===== src/rtl/lmd_pkg.sv =====
package lmd_pkg;

    // ring buffers
    localparam int RING_DEPTH = 4096;
    localparam int RING_AW    = $clog2(RING_DEPTH);

    // sine table, stored as one quarter wave plus the peak entry
    localparam int SINE_DEPTH = 1024;
    localparam int SINE_AW    = $clog2(SINE_DEPTH);
    localparam int SINE_QTR   = SINE_DEPTH / 4;
    localparam int SINE_QAW   = $clog2(SINE_QTR + 1);
    localparam int SINE_W     = 15;   // magnitude in Q14, up to 16384

    // datapath widths
    localparam int SAMPLE_W = 16;
    localparam int PHASE_W  = 32;
    localparam int STEP_W   = 19;
    localparam int MIX_W    = 15;
    localparam int PROD_W   = SAMPLE_W + MIX_W + 1;
    localparam int ACC_W    = PROD_W + 2;

    // delay line modulation
    localparam int BASE_DELAY = 960;
    localparam int DELAY_SPAN = 10;
    localparam int DELAY_W    = 10;
    localparam int FILL_W     = 10;

    // configuration port
    localparam int CFG_IDX_W  = 2;
    localparam int CFG_DATA_W = 19;
    localparam logic [CFG_IDX_W-1:0] CFG_PHASE_STEP = 2'd0;
    localparam logic [CFG_IDX_W-1:0] CFG_MIX_GAIN   = 2'd1;

    localparam logic [63:0] HALF_PI_Q30 = 64'd1686629713;
    localparam int TAYLOR_TERMS = 7;
    localparam logic [63:0] TAYLOR_DIV [1:TAYLOR_TERMS] = '{
        64'd6, 64'd20, 64'd42, 64'd72, 64'd110, 64'd156, 64'd210
    };

    typedef logic signed [SAMPLE_W-1:0] t_sample;
    typedef logic [SINE_W-1:0] t_sine_rom [SINE_QTR+1];

    typedef struct packed {
        logic [RING_AW-1:0] addr;
        logic               xd_ok;   // input ring entry written since reset
        logic               yd_ok;   // output ring entry written since reset
    } t_rd_req;

    typedef struct packed {
        t_sample sample;
        logic    clip;
    } t_result;

    // quarter-wave sine in Q14, Taylor series to x^15 in Q30, evaluated at elaboration
    function automatic t_sine_rom build_sine_rom();
        t_sine_rom          rom;
        logic [63:0]        theta;
        logic [63:0]        t2;
        logic [63:0]        term;
        logic signed [63:0] sum;
        for (int v = 0; v <= SINE_QTR; v++) begin
            theta = (HALF_PI_Q30 * 64'(4 * v)) / SINE_DEPTH;
            t2    = (theta * theta) >> 30;
            term  = theta;
            sum   = $signed(theta);
            for (int n = 1; n <= TAYLOR_TERMS; n++) begin
                term = ((term * t2) >> 30) / TAYLOR_DIV[n];
                if (n % 2 == 1) begin
                    sum = sum - $signed(term);
                end else begin
                    sum = sum + $signed(term);
                end
            end
            if (sum < 0) begin
                sum = 0;
            end
            if (sum > (64'sd1 <<< 30)) begin
                sum = 64'sd1 <<< 30;
            end
            rom[v] = SINE_W'((sum + 64'sd32768) >>> 16);
        end
        return rom;
    endfunction

    localparam t_sine_rom SINE_ROM = build_sine_rom();

endpackage


===== src/rtl/lmd_mix.sv =====
module lmd_mix (
    input  logic                       i_clk,
    input  logic [lmd_pkg::MIX_W-1:0]  i_mix_gain,
    input  logic                       i_s4_load,
    input  lmd_pkg::t_sample           i_x,
    input  lmd_pkg::t_sample           i_xd,
    input  lmd_pkg::t_sample           i_yd,
    input  logic                       i_out_load,
    output lmd_pkg::t_result           o_ring_data,
    output lmd_pkg::t_result           o_result
);

    logic signed [lmd_pkg::PROD_W-1:0] r_px, r_py;
    lmd_pkg::t_sample                  r_xd;
    lmd_pkg::t_result                  r_result, n_result;

    logic signed [lmd_pkg::MIX_W:0]   gain;
    logic signed [lmd_pkg::ACC_W-1:0] acc;
    logic signed [lmd_pkg::ACC_W-1:0] rnd;
    logic                             ovf_hi, ovf_lo;

    assign gain = $signed({1'b0, i_mix_gain});

    always_ff @(posedge i_clk) begin
        if (i_s4_load) begin
            r_px <= gain * i_x;
            r_py <= gain * i_yd;
            r_xd <= i_xd;
        end
    end

    // Q2.30 sum, round half up to Q1.15, saturate
    always_comb begin
        acc = lmd_pkg::ACC_W'(r_px) + lmd_pkg::ACC_W'(r_py)
            - (lmd_pkg::ACC_W'(r_xd) <<< (lmd_pkg::SAMPLE_W - 1));
        rnd = (acc + (lmd_pkg::ACC_W'(1) <<< (lmd_pkg::SAMPLE_W - 2))) >>> (lmd_pkg::SAMPLE_W - 1);
        ovf_hi = !rnd[lmd_pkg::ACC_W-1] && (|rnd[lmd_pkg::ACC_W-2:lmd_pkg::SAMPLE_W-1]);
        ovf_lo = rnd[lmd_pkg::ACC_W-1] && !(&rnd[lmd_pkg::ACC_W-2:lmd_pkg::SAMPLE_W-1]);
        if (ovf_hi) begin
            n_result.sample = {1'b0, {(lmd_pkg::SAMPLE_W-1){1'b1}}};
        end else if (ovf_lo) begin
            n_result.sample = {1'b1, {(lmd_pkg::SAMPLE_W-1){1'b0}}};
        end else begin
            n_result.sample = rnd[lmd_pkg::SAMPLE_W-1:0];
        end
        n_result.clip = ovf_hi || ovf_lo;
    end

    always_ff @(posedge i_clk) begin
        if (i_out_load) begin
            r_result <= n_result;
        end
    end

    assign o_ring_data = n_result;
    assign o_result    = r_result;

endmodule


===== config.mk =====
export PLATFORM = sky130hd
export DESIGN_NAME = lmd_mix
export DESIGN_NICKNAME = d
export VERILOG_FILES = /design/src/rtl/lmd_pkg.sv /design/src/rtl/lmd_mix.sv
export SDC_FILE = /design/constraint.sdc
export NUM_CORES = 1
export LEC_CHECK = 0
export ABC_AREA = 0
export BUFFER_PORTS_ARGS = -buffer_cell sky130_fd_sc_hd__clkbuf_2
export CELL_PAD_IN_SITES_DETAIL_PLACEMENT = 0
export CELL_PAD_IN_SITES_GLOBAL_PLACEMENT = 2
export CORE_UTILIZATION = 42
export CTS_CLUSTER_SIZE = 16
export DETAILED_ROUTE_END_ITERATION = 10
export GPL_TIMING_DRIVEN = 1
export HOLD_SLACK_MARGIN = 0.06
export PLACE_DENSITY = 0.84
export SYNTH_ARGS = -nofsm -noshare
export SYNTH_HDL_FRONTEND = slang
export SYNTH_SLANG_ARGS = --single-unit

===== constraint.sdc =====
create_clock -name i_clk -period 8.31 [get_ports i_clk]
set_input_delay 0.831 -clock i_clk [delete_from_list [all_inputs] [get_ports i_clk]]
set_output_delay 0.831 -clock i_clk [all_outputs]
set_load 0.01 [all_outputs]

==> run_results.csv, run 1 <==
group,metric,value,unit
final_layout,drive_gt1_frac,0.0657,
worst_setup_path,rr_startpoint,"r_py[28]$_DFFE_PP_",
sta,fmax,145,MHz
worst_setup_path,crit_buf_inv,4,
worst_setup_path,crit_chain,"clkbuf_2, nand2_1, fa_1, fa_1, inv_1, fa_1, fa_1, fa_1, inv_1, fa_1, inv_1, ha_1, o21a_1, o21ai_0, a21oi_1, a211oi_1, a211o_2, nor3_2, a2111oi_2, o21bai_1, xor2_1",
final_layout,area.growth.synth_to_final,6.15,%
worst_setup_path,crit_top_cell,"fa_1",
place,numPortBuffers,99,
worst_setup_path,rr_worst_depth,14,
sta,slew_headroom,0.301,
cts,clock_latency,360,ps
drt,ant_nets,0,
worst_setup_path,cp_top_family,"adder cells",
place,pre_cts_ws,1030,ps
worst_setup_path,cp-start-kind,"primary input",
synthesis,yosysMostFrequentCell,"inv_1",
cts,ctsLongestPathBuffers,2,
hold_path,hold_depth,1,
worst_setup_path,r2r-end,"o_result[4]$_DFFE_PP_",
floorplan,start_util,0.426,
sta,setup_tns,0,ps
worst_setup_path,cp_max_fo,32,
drt,post-route-drc-count,0,
global_route,use_met1,0.282,
worst_setup_path,cp.arrival,7010,ps
cts,hold_buffers,0,
synthesis,postSynth.asyncResetShare,0,
global_route,grtUsageTotal,0.200,
sta,tightestPinTransition,1050,ps
synthesis,syn_inst,2396,
synthesis,synthTopCellsByCount,"inv_1 (587), fa_1 (378), ha_1 (315)",
sta,clock_skew,18.9,ps
drt,drt_pass1_iterations,5,
floorplan,die_area,54200,um2
final_layout,fillerInstances,5132,
synthesis,synth_top_cell_area_share,0.338,
sta,fin_crit,6900,ps
sta,setup_viol,0,
synthesis,synth_largest_area_cell,"fa_1",
cts,numCtsBuffers,9,
synthesis,synth_ff_type,"edfxtp_1",
hold_path,worstHoldEndpoint,"r_xd[14]$_DFFE_PP_",
worst_setup_path,cpPeakStageDelay,640,ps
worst_setup_path,worstPathRequired,8420,ps
cts,cts_sinks,97,
final_layout,multi_input_area,16900,um2
sta,rsz0062_at_grt,"no",
status,status,"finished clean",
synthesis,synthTopCellsByArea,"fa_1 (34%), ha_1 (18%), edfxtp_1 (13%), inv_1 (9.9%), and2_1 (6.2%)",
global_route,busiest_layer,"met2",
floorplan,rows,84,
synthesis,synth_edf_count,97,
cts,clkTransAtPathRegs,70,ps
sta,hold_viol_final,0,
worst_setup_path,criticalPathCategory,"primary input to flop",
floorplan,die_y,233,um
drt,totalWireLength,51900,um
job,cap_violations,0,
place,globalplace.congestion,0.841,
sta,finalMaxSlewViolations,0,
cts,htree_levels,3,
drt,drtIter0Drc,714,
cts,tritoncts,"built",
synthesis,synth.distinct_cells,66,
worst_setup_path,cpMaxStageDelayCell,"clkbuf_2",
sta,fin_crit_sh,0.831,
final_layout,fin_util,0.452,
synthesis,synth_warnings,0,
global_route,grt_pass1_wl,85500,um
floorplan,dieWidth,233,um
cts,post_cts_buffers,0,
cts,root_buffer,"clkbuf_16",
global_route,grt-ovfl-total,0,
floorplan,io_pins,100,
synthesis,syn_nets,3155,
hold_path,holdCritPathClass,"primary input to flop",
global_route,grt_max_degree,81,
synthesis,synthesis.area,22400,um2
synthesis,avgSynthCellArea,9.34,um2
global_route,antenna_found_initial,2,
final_layout,layout.area.seq,2910,um2
global_route,grt_pass1_vias,16298,
drt,viasPerCell,4.99,
floorplan,core-area,52600,um2
global_route,grtUsageMet2,0.338,
synthesis,synth-seq-cells,97,
synthesis,ys_seq_area_frac,0.130,
sta,fin_ws,1410,ps
final_layout,fin_nets,3191,
drt,via_count,15602,
cts,cts_resized,0,
hold_path,hold_start,"i_xd[14]",
worst_setup_path,critPathLaunch,"i_mix_gain[8]",
drt,wl_per_cell,16.6,um
worst_setup_path,r2r_slack,4190,ps
global_route,use_met3,0.0176,
worst_setup_path,end_kind,"flop",
place,dp_hpwl,44000,um
==> layout make-up <==
| class | count | share of cell area |
|---|---|---|
| sequential | 97 | 0.123 |
| timing repair buffer | 113 | 0.0254 |
| antenna | 1 | 0.000105 |
| tap | 688 | 0.0363 |
| multi-input combinational | 1624 | 0.711 |
| inverter | 587 | 0.0928 |
| clock buffer | 9 | 0.00949 |
| clock inverter | 6 | 0.00179 |
==> cell families after synthesis <==
logic type | share of synthesized area
mux | 0.000448
compound gates | 0.0721
buf+inv | 0.115
flops | 0.130
xor+xnor | 0.0282
simple gates | 0.140
fa+ha+maj | 0.515
==> per-stage QoR <==
step	hold slack, ps	instance area, um2	cells
after floorplan	930	22400	2396
after global placement	1010	23500	3109
after detailed placement	1010	23500	3109
after CTS	621	23700	3124
after global routing	629	23700	3124
final	644	23700	3125
==> per-layer routing <==
layer | vias to the layer above | wire, um
met5 | - | 0
met4 | 0 | 519
met3 | 33 | 1680
met2 | 261 | 24800
met1 | 7907 | 25000
li1 | 7401 | -
==> cell usage in the layout (no fill, tap or decap), types with 3 or more instances in the layout <==
master,n
inv_1,587
fa_1,378
ha_1,315
nand2_1,269
and2_1,221
clkbuf_2,98
edfxtp_1,97
a21oi_1,77
xnor2_1,53
nor2_1,43
o21ai_0,34
a21o_1,32
nor2b_1,22
xor2_1,19
buf_4,15
nor3_1,14
o21ai_1,13
nand2b_1,13
o21bai_1,13
nand3_1,12
clkbuf_16,9
o21a_1,8
a211oi_1,7
or2_2,6
nand4_1,5
and3_1,5
and4_1,3
nor3_2,3
a41o_1,3
o211ai_1,3
==> sequential cells by signal, summed over array words and instances (netlist names) <==
| register | cells |
|---|---|
| r_py | 32 |
| r_px | 32 |
| o_result | 17 |
| r_xd | 16 |
==> how the worst max path moves through the flow <==
| stage | endpoint | slack, ps | depth (start not counted) |
|---|---|---|---|
| 2_1_floorplan | r_py[30]$_DFFE_PP_ | 1810 | 22 |
| 3_3_place_gp | r_py[29]$_DFFE_PP_ | 1070 | 21 |
| 3_5_place_dp | r_py[29]$_DFFE_PP_ | 1030 | 21 |
| 4_1_cts | r_py[29]$_DFFE_PP_ | 1420 | 21 |
| 5_1_grt | r_py[29]$_DFFE_PP_ | 1080 | 21 |
| 6_report | r_py[29]$_DFFE_PP_ | 1410 | 21 |
Power of run 1 is not shown: default switching activity piles up to over one toggle a cycle in this logic, so the estimate is an artifact.
==> run 2: changes to the inputs <==
--- a/config.mk
+++ b/config.mk
@@ -9,12 +9,12 @@
 export BUFFER_PORTS_ARGS = -buffer_cell sky130_fd_sc_hd__clkbuf_2
 export CELL_PAD_IN_SITES_DETAIL_PLACEMENT = 0
 export CELL_PAD_IN_SITES_GLOBAL_PLACEMENT = 2
-export CORE_UTILIZATION = 42
+export CORE_UTILIZATION = 38
 export CTS_CLUSTER_SIZE = 16
 export DETAILED_ROUTE_END_ITERATION = 10
 export GPL_TIMING_DRIVEN = 1
 export HOLD_SLACK_MARGIN = 0.06
-export PLACE_DENSITY = 0.84
+export PLACE_DENSITY = 0.8
 export SYNTH_ARGS = -nofsm -noshare
 export SYNTH_HDL_FRONTEND = slang
 export SYNTH_SLANG_ARGS = --single-unit
==> constraint.sdc (replaced) <==
create_clock -name i_clk -period 5.65 [get_ports i_clk]
set_input_delay 0.565 -clock i_clk [delete_from_list [all_inputs] [get_ports i_clk]]
set_output_delay 0.565 -clock i_clk [all_outputs]
set_load 0.01 [all_outputs]
==> run 2 against run 1 <==
Highest routed layer unchanged. Non-clock buffer count rose by 266. The flow now finishes with violations (negative setup slack). Critical path type unchanged. Clock skew down 11 ps. Hold slack worse by 290 ps. Global-route usage grew 1.3 points. Final area rose by 16%. First-iteration DRC count rose by 9.4%. Flip-flop and latch count is the same. Count of clock-buffer cells in the layout unchanged. Sequential share of layout area fell by 1.7 points.
==> run_results.csv, run 2 (synthesis results as in run 1) <==
group,metric,value,unit
global_route,grt-ovfl-total,0,
cts,clkTransAtPathRegs,80,ps
cts,numCtsBuffers,9,
floorplan,die_y,245,um
worst_setup_path,end_kind,"flop",
global_route,grt_max_degree,81,
sta,fin_crit,5860,ps
cts,tritoncts,"built",
worst_setup_path,cp-start-kind,"primary input",
place,numPortBuffers,99,
final_layout,layout_common_cells,"inv_1 (556), fa_1 (354), ha_1 (289)",
global_route,grtUsageTotal,0.213,
sta,fin_ws,-208,ps
sta,fmax,171,MHz
sta,hold_viol_final,0,
final_layout,area.growth.synth_to_final,22.7,%
final_layout,antenna_cells,0,
floorplan,io_pins,100,
global_route,antenna_found_initial,0,
sta,holdWs,354,ps
place,dp_hpwl,50600,um
status,status,"finished, violations left",
drt,drt_pass1_iterations,5,
worst_setup_path,worstPathRequired,5780,ps
cts,root_buffer,"clkbuf_16",
final_layout,fin_util,0.474,
final_layout,fin_nets,3457,
drt,via_count,16732,
drt,drtIter0Drc,781,
sta,slew_headroom,0.214,
sta,rsz0062_at_grt,"yes",
cts,htree_levels,3,
cts,ctsLongestPathBuffers,2,
sta,tightestPinTransition,1180,ps
hold_path,holdCritPathClass,"primary input to flop",
place,globalplace.congestion,0.881,
worst_setup_path,cp.arrival,5990,ps
floorplan,core-area,57900,um2
drt,ant_nets,0,
final_layout,drive_gt1_frac,0.224,
drt,post-route-drc-count,0,
cts,clock_latency,380,ps
drt,wl_per_cell,17.5,um
floorplan,rows,88,
drt,viasPerCell,4.82,
sta,setup_viol,17,
sta,finalMaxSlewViolations,0,
global_route,grt_pass1_wl,99300,um
sta,clock_skew,7.49,ps
floorplan,start_util,0.386,
worst_setup_path,cp_max_fo,5,
global_route,grt_pass1_vias,18310,
floorplan,dieWidth,245,um
cts,cts_sinks,97,
final_layout,layout_commonest_cell,"inv_1",
status,violations,"negative setup slack",
cts,hold_buffers,0,
floorplan,die_area,59800,um2
drt,totalWireLength,60700,um
job,cap_violations,0,
sta,fin_crit_sh,1.04,
worst_setup_path,criticalPathCategory,"primary input to flop",
==> run 2: what timing repair did <==
action / 4_1_cts / 5_1_grt
hold endpoints to repair: 0 / 0
resized for setup: 187 / 94
setup buffers: 32 / 15
cloned: 5 / 0
setup endpoints to repair: 31 / 31
pin swaps: 77 / 55
==> run 2: final cells by class <==
class / count / area [um2]
Tap cell: 765 / 957
Timing Repair Buffer: 379 / 3240
Clock inverter: 7 / 96.3
Sequential cell: 97 / 2910
Clock buffer: 9 / 225
Fill cell: 5579 / 30500
Multi-Input combinational cell: 1624 / 17800
Inverter: 587 / 2200
==> run 2: final timing paths <==
path,depth (start not counted),end,slack [ps],from
setup reg to reg,14,o_result[13]$_DFFE_PP_,1450,r_px[16]$_DFFE_PP_
hold reg to reg,4,o_result[1]$_DFFE_PP_,1210,r_xd[0]$_DFFE_PP_
hold / removal,1,r_xd[6]$_DFFE_PP_,350,i_xd[6]
setup / recovery,24,r_py[30]$_DFFE_PP_,-210,i_mix_gain[7]
==> run 2: layer usage <==
metal	share of wire	GRT usage
met1	0.47	0.292
met2	0.49	0.370
met3	0.030	0.0151
met4	0.016	0.0447
met5	0	0
==> run 2: critical path, cell delays in order <==
cell	delay, ps
clkbuf_16	150
buf_8	120
and2_4	130
fa_1	530
inv_1	50
fa_2	540
fa_2	440
fa_1	490
inv_1	50
fa_1	480
inv_1	50
fa_1	490
inv_2	50
ha_4	250
a21oi_2	150
o21ai_2	110
a21oi_2	200
buf_4	140
nand3_2	100
a31oi_4	250
o31ai_4	80
a41o_1	220
o41ai_2	230
xnor2_1	110
==> run 2: per-stage QoR <==
stage	instance area, um2	setup TNS [ps]	setup WS, ps	instances
floorplan	22900	-1530	-431	2396
global placement	25600	-21500	-898	3408
detailed placement	25600	-24660	-992	3408
CTS	27000	-1880	-267	3458
global route	27500	-5360	-365	3468
finish	27500	-1980	-208	3468
Power of run 2 is left out for the same reason.
==> run 3: changes to the inputs <==
--- a/config.mk
+++ b/config.mk
@@ -6,7 +6,7 @@
 export NUM_CORES = 1
 export LEC_CHECK = 0
 export ABC_AREA = 0
-export BUFFER_PORTS_ARGS = -buffer_cell sky130_fd_sc_hd__clkbuf_2
+export BUFFER_PORTS_ARGS = -buffer_cell sky130_fd_sc_hd__buf_4
 export CELL_PAD_IN_SITES_DETAIL_PLACEMENT = 0
 export CELL_PAD_IN_SITES_GLOBAL_PLACEMENT = 2
 export CORE_UTILIZATION = 38
==> run 3 against run 2 <==
The flow still finishes with violations (negative setup slack). Hold slack better by 21 ps. Worst setup slack got worse by 97 ps. Die area stayed put. First-iteration DRC count grew 12%. Fmax decreased by 1.6%.
==> run_results.csv, run 3 (synthesis results as in run 1) <==
group,metric,value,unit
status,status,"finished, violations left",
status,violations,"negative setup slack",
cts,root_buffer,"clkbuf_16",
place,placed_cells,3409,
drt,wl_per_cell,17.8,um
global_route,use_met3,0.0192,
worst_setup_path,end_kind,"flop",
global_route,antenna_found_initial,2,
sta,hold_viol_final,0,
worst_setup_path,cp_max_fo,9,
drt,via_count,16690,
sta,fin_crit,5950,ps
job,cap_violations,0,
sta,tightestPinTransition,1090,ps
final_layout,layout_common_cells,"inv_1 (552), fa_1 (346), buf_4 (324)",
floorplan,core-area,57900,um2
sta,finalMaxSlewViolations,0,
drt,totalWireLength,61900,um
worst_setup_path,worstPathRequired,5760,ps
global_route,grt_pass1_wl,99000,um
global_route,grt-ovfl-total,0,
hold_path,hold_start,"i_xd[12]",
global_route,use_met1,0.293,
cts,cts_sinks,97,
cts,clock_latency,360,ps
place,placed_area,25900,um2
drt,viasPerCell,4.80,
cts,clkTransAtPathRegs,80,ps
drt,post-route-drc-count,0,
sta,setup_viol,14,
cts,numCtsBuffers,9,
floorplan,dieWidth,245,um
cts,tritoncts,"built",
place,numPortBuffers,99,
worst_setup_path,cp.arrival,6060,ps
global_route,grt_max_degree,81,
place,dp_hpwl,50800,um
worst_setup_path,rr_worst_depth,14,
worst_setup_path,cp-start-kind,"primary input",
drt,drtIter0Drc,874,
hold_path,holdCritPathClass,"primary input to flop",
sta,slew_headroom,0.271,
floorplan,rows,88,
final_layout,fin_nets,3462,
sta,setup_tns,-2440,ps
sta,fmax,168,MHz
final_layout,drive_gt1_frac,0.231,
sta,fin_ws,-305,ps
final_layout,stdcell_area,27700,um2
floorplan,io_pins,100,
sta,fin_crit_sh,1.05,
final_layout,fin_cells,3474,
floorplan,start_util,0.386,
worst_setup_path,critPathLaunch,"i_mix_gain[9]",
cts,htree_levels,3,
global_route,busiest_layer,"met2",
floorplan,die_area,59800,um2
worst_setup_path,rr_startpoint,"r_px[16]$_DFFE_PP_",
hold_path,hold_depth,1,
floorplan,die_y,245,um
global_route,grtUsageMet2,0.355,
global_route,grt_pass1_vias,18365,
final_layout,fin_util,0.479,
final_layout,fillerInstances,5594,
final_layout,layout_commonest_cell,"inv_1",
drt,ant_nets,0,
sta,rsz0062_at_grt,"yes",
final_layout,area.growth.synth_to_final,23.9,%
place,globalplace.congestion,0.906,
drt,drt_pass1_iterations,5,
sta,clock_skew,5.05,ps
worst_setup_path,criticalPathCategory,"primary input to flop",
global_route,grtUsageTotal,0.212,
cts,ctsLongestPathBuffers,2,
[run 3: worst max-delay path, stage by stage]
cell	delay, ps
buf_12	130
buf_12	140
and2_4	160
fa_1	550
inv_2	40
fa_2	540
fa_1	420
inv_1	90
fa_1	430
fa_1	490
inv_1	50
fa_1	480
inv_2	40
ha_4	220
a21o_1	160
a21oi_2	150
o21ai_2	80
a311oi_2	330
o21ai_4	130
a211o_1	370
a31o_2	240
a21oi_4	150
xnor2_2	100
[run 3: cell type report]
| cell class | count | area, um2 | share of cell area |
|---|---|---|---|
| clock inverter | 7 | 86.3 | 0.00311 |
| sequential | 97 | 2910 | 0.105 |
| multi-input combinational | 1624 | 17800 | 0.643 |
| timing repair buffer | 384 | 3500 | 0.126 |
| inverter | 587 | 2200 | 0.0795 |
| tap | 765 | 957 | 0.0345 |
| clock buffer | 9 | 225 | 0.00812 |
| antenna | 1 | 2.50 | 0.0000903 |
[run 3: path summary, 6_finish.rpt]
| kind | slack (ps) | endpoint |
|---|---|---|
| setup / recovery | -300 | r_px[28]$_DFFE_PP_ |
| hold / removal | 380 | r_xd[12]$_DFFE_PP_ |
| setup reg to reg | 1510 | o_result[15]$_DFFE_PP_ |
| hold reg to reg | 1210 | o_result[16]$_DFFE_PP_ |
[run 3: metal layers]
layer	vias to the layer above	routed length (um)
li1	7949	-
met1	8324	28700
met2	347	29200
met3	70	2480
met4	0	1520
met5	-	0
[run 3: metrics by stage]
step | setup slack [ps] | hold WS [ps]
after floorplan | -431 | 664
after global placement | -820 | 743
after CTS | -265 | 361
after detailed placement | -855 | 745
final | -305 | 375
after global routing | -427 | 360
[run 3: timing repair]
item / in CTS / in global routing
gates resized for setup: 128 / 103
cloned: 7 / 5
pin swaps: 58 / 66
hold buffers: 0 / 0
endpoints found under the setup margin: 24 / 30
setup buffers: 25 / 15
Power of run 3 is left out for the same reason.
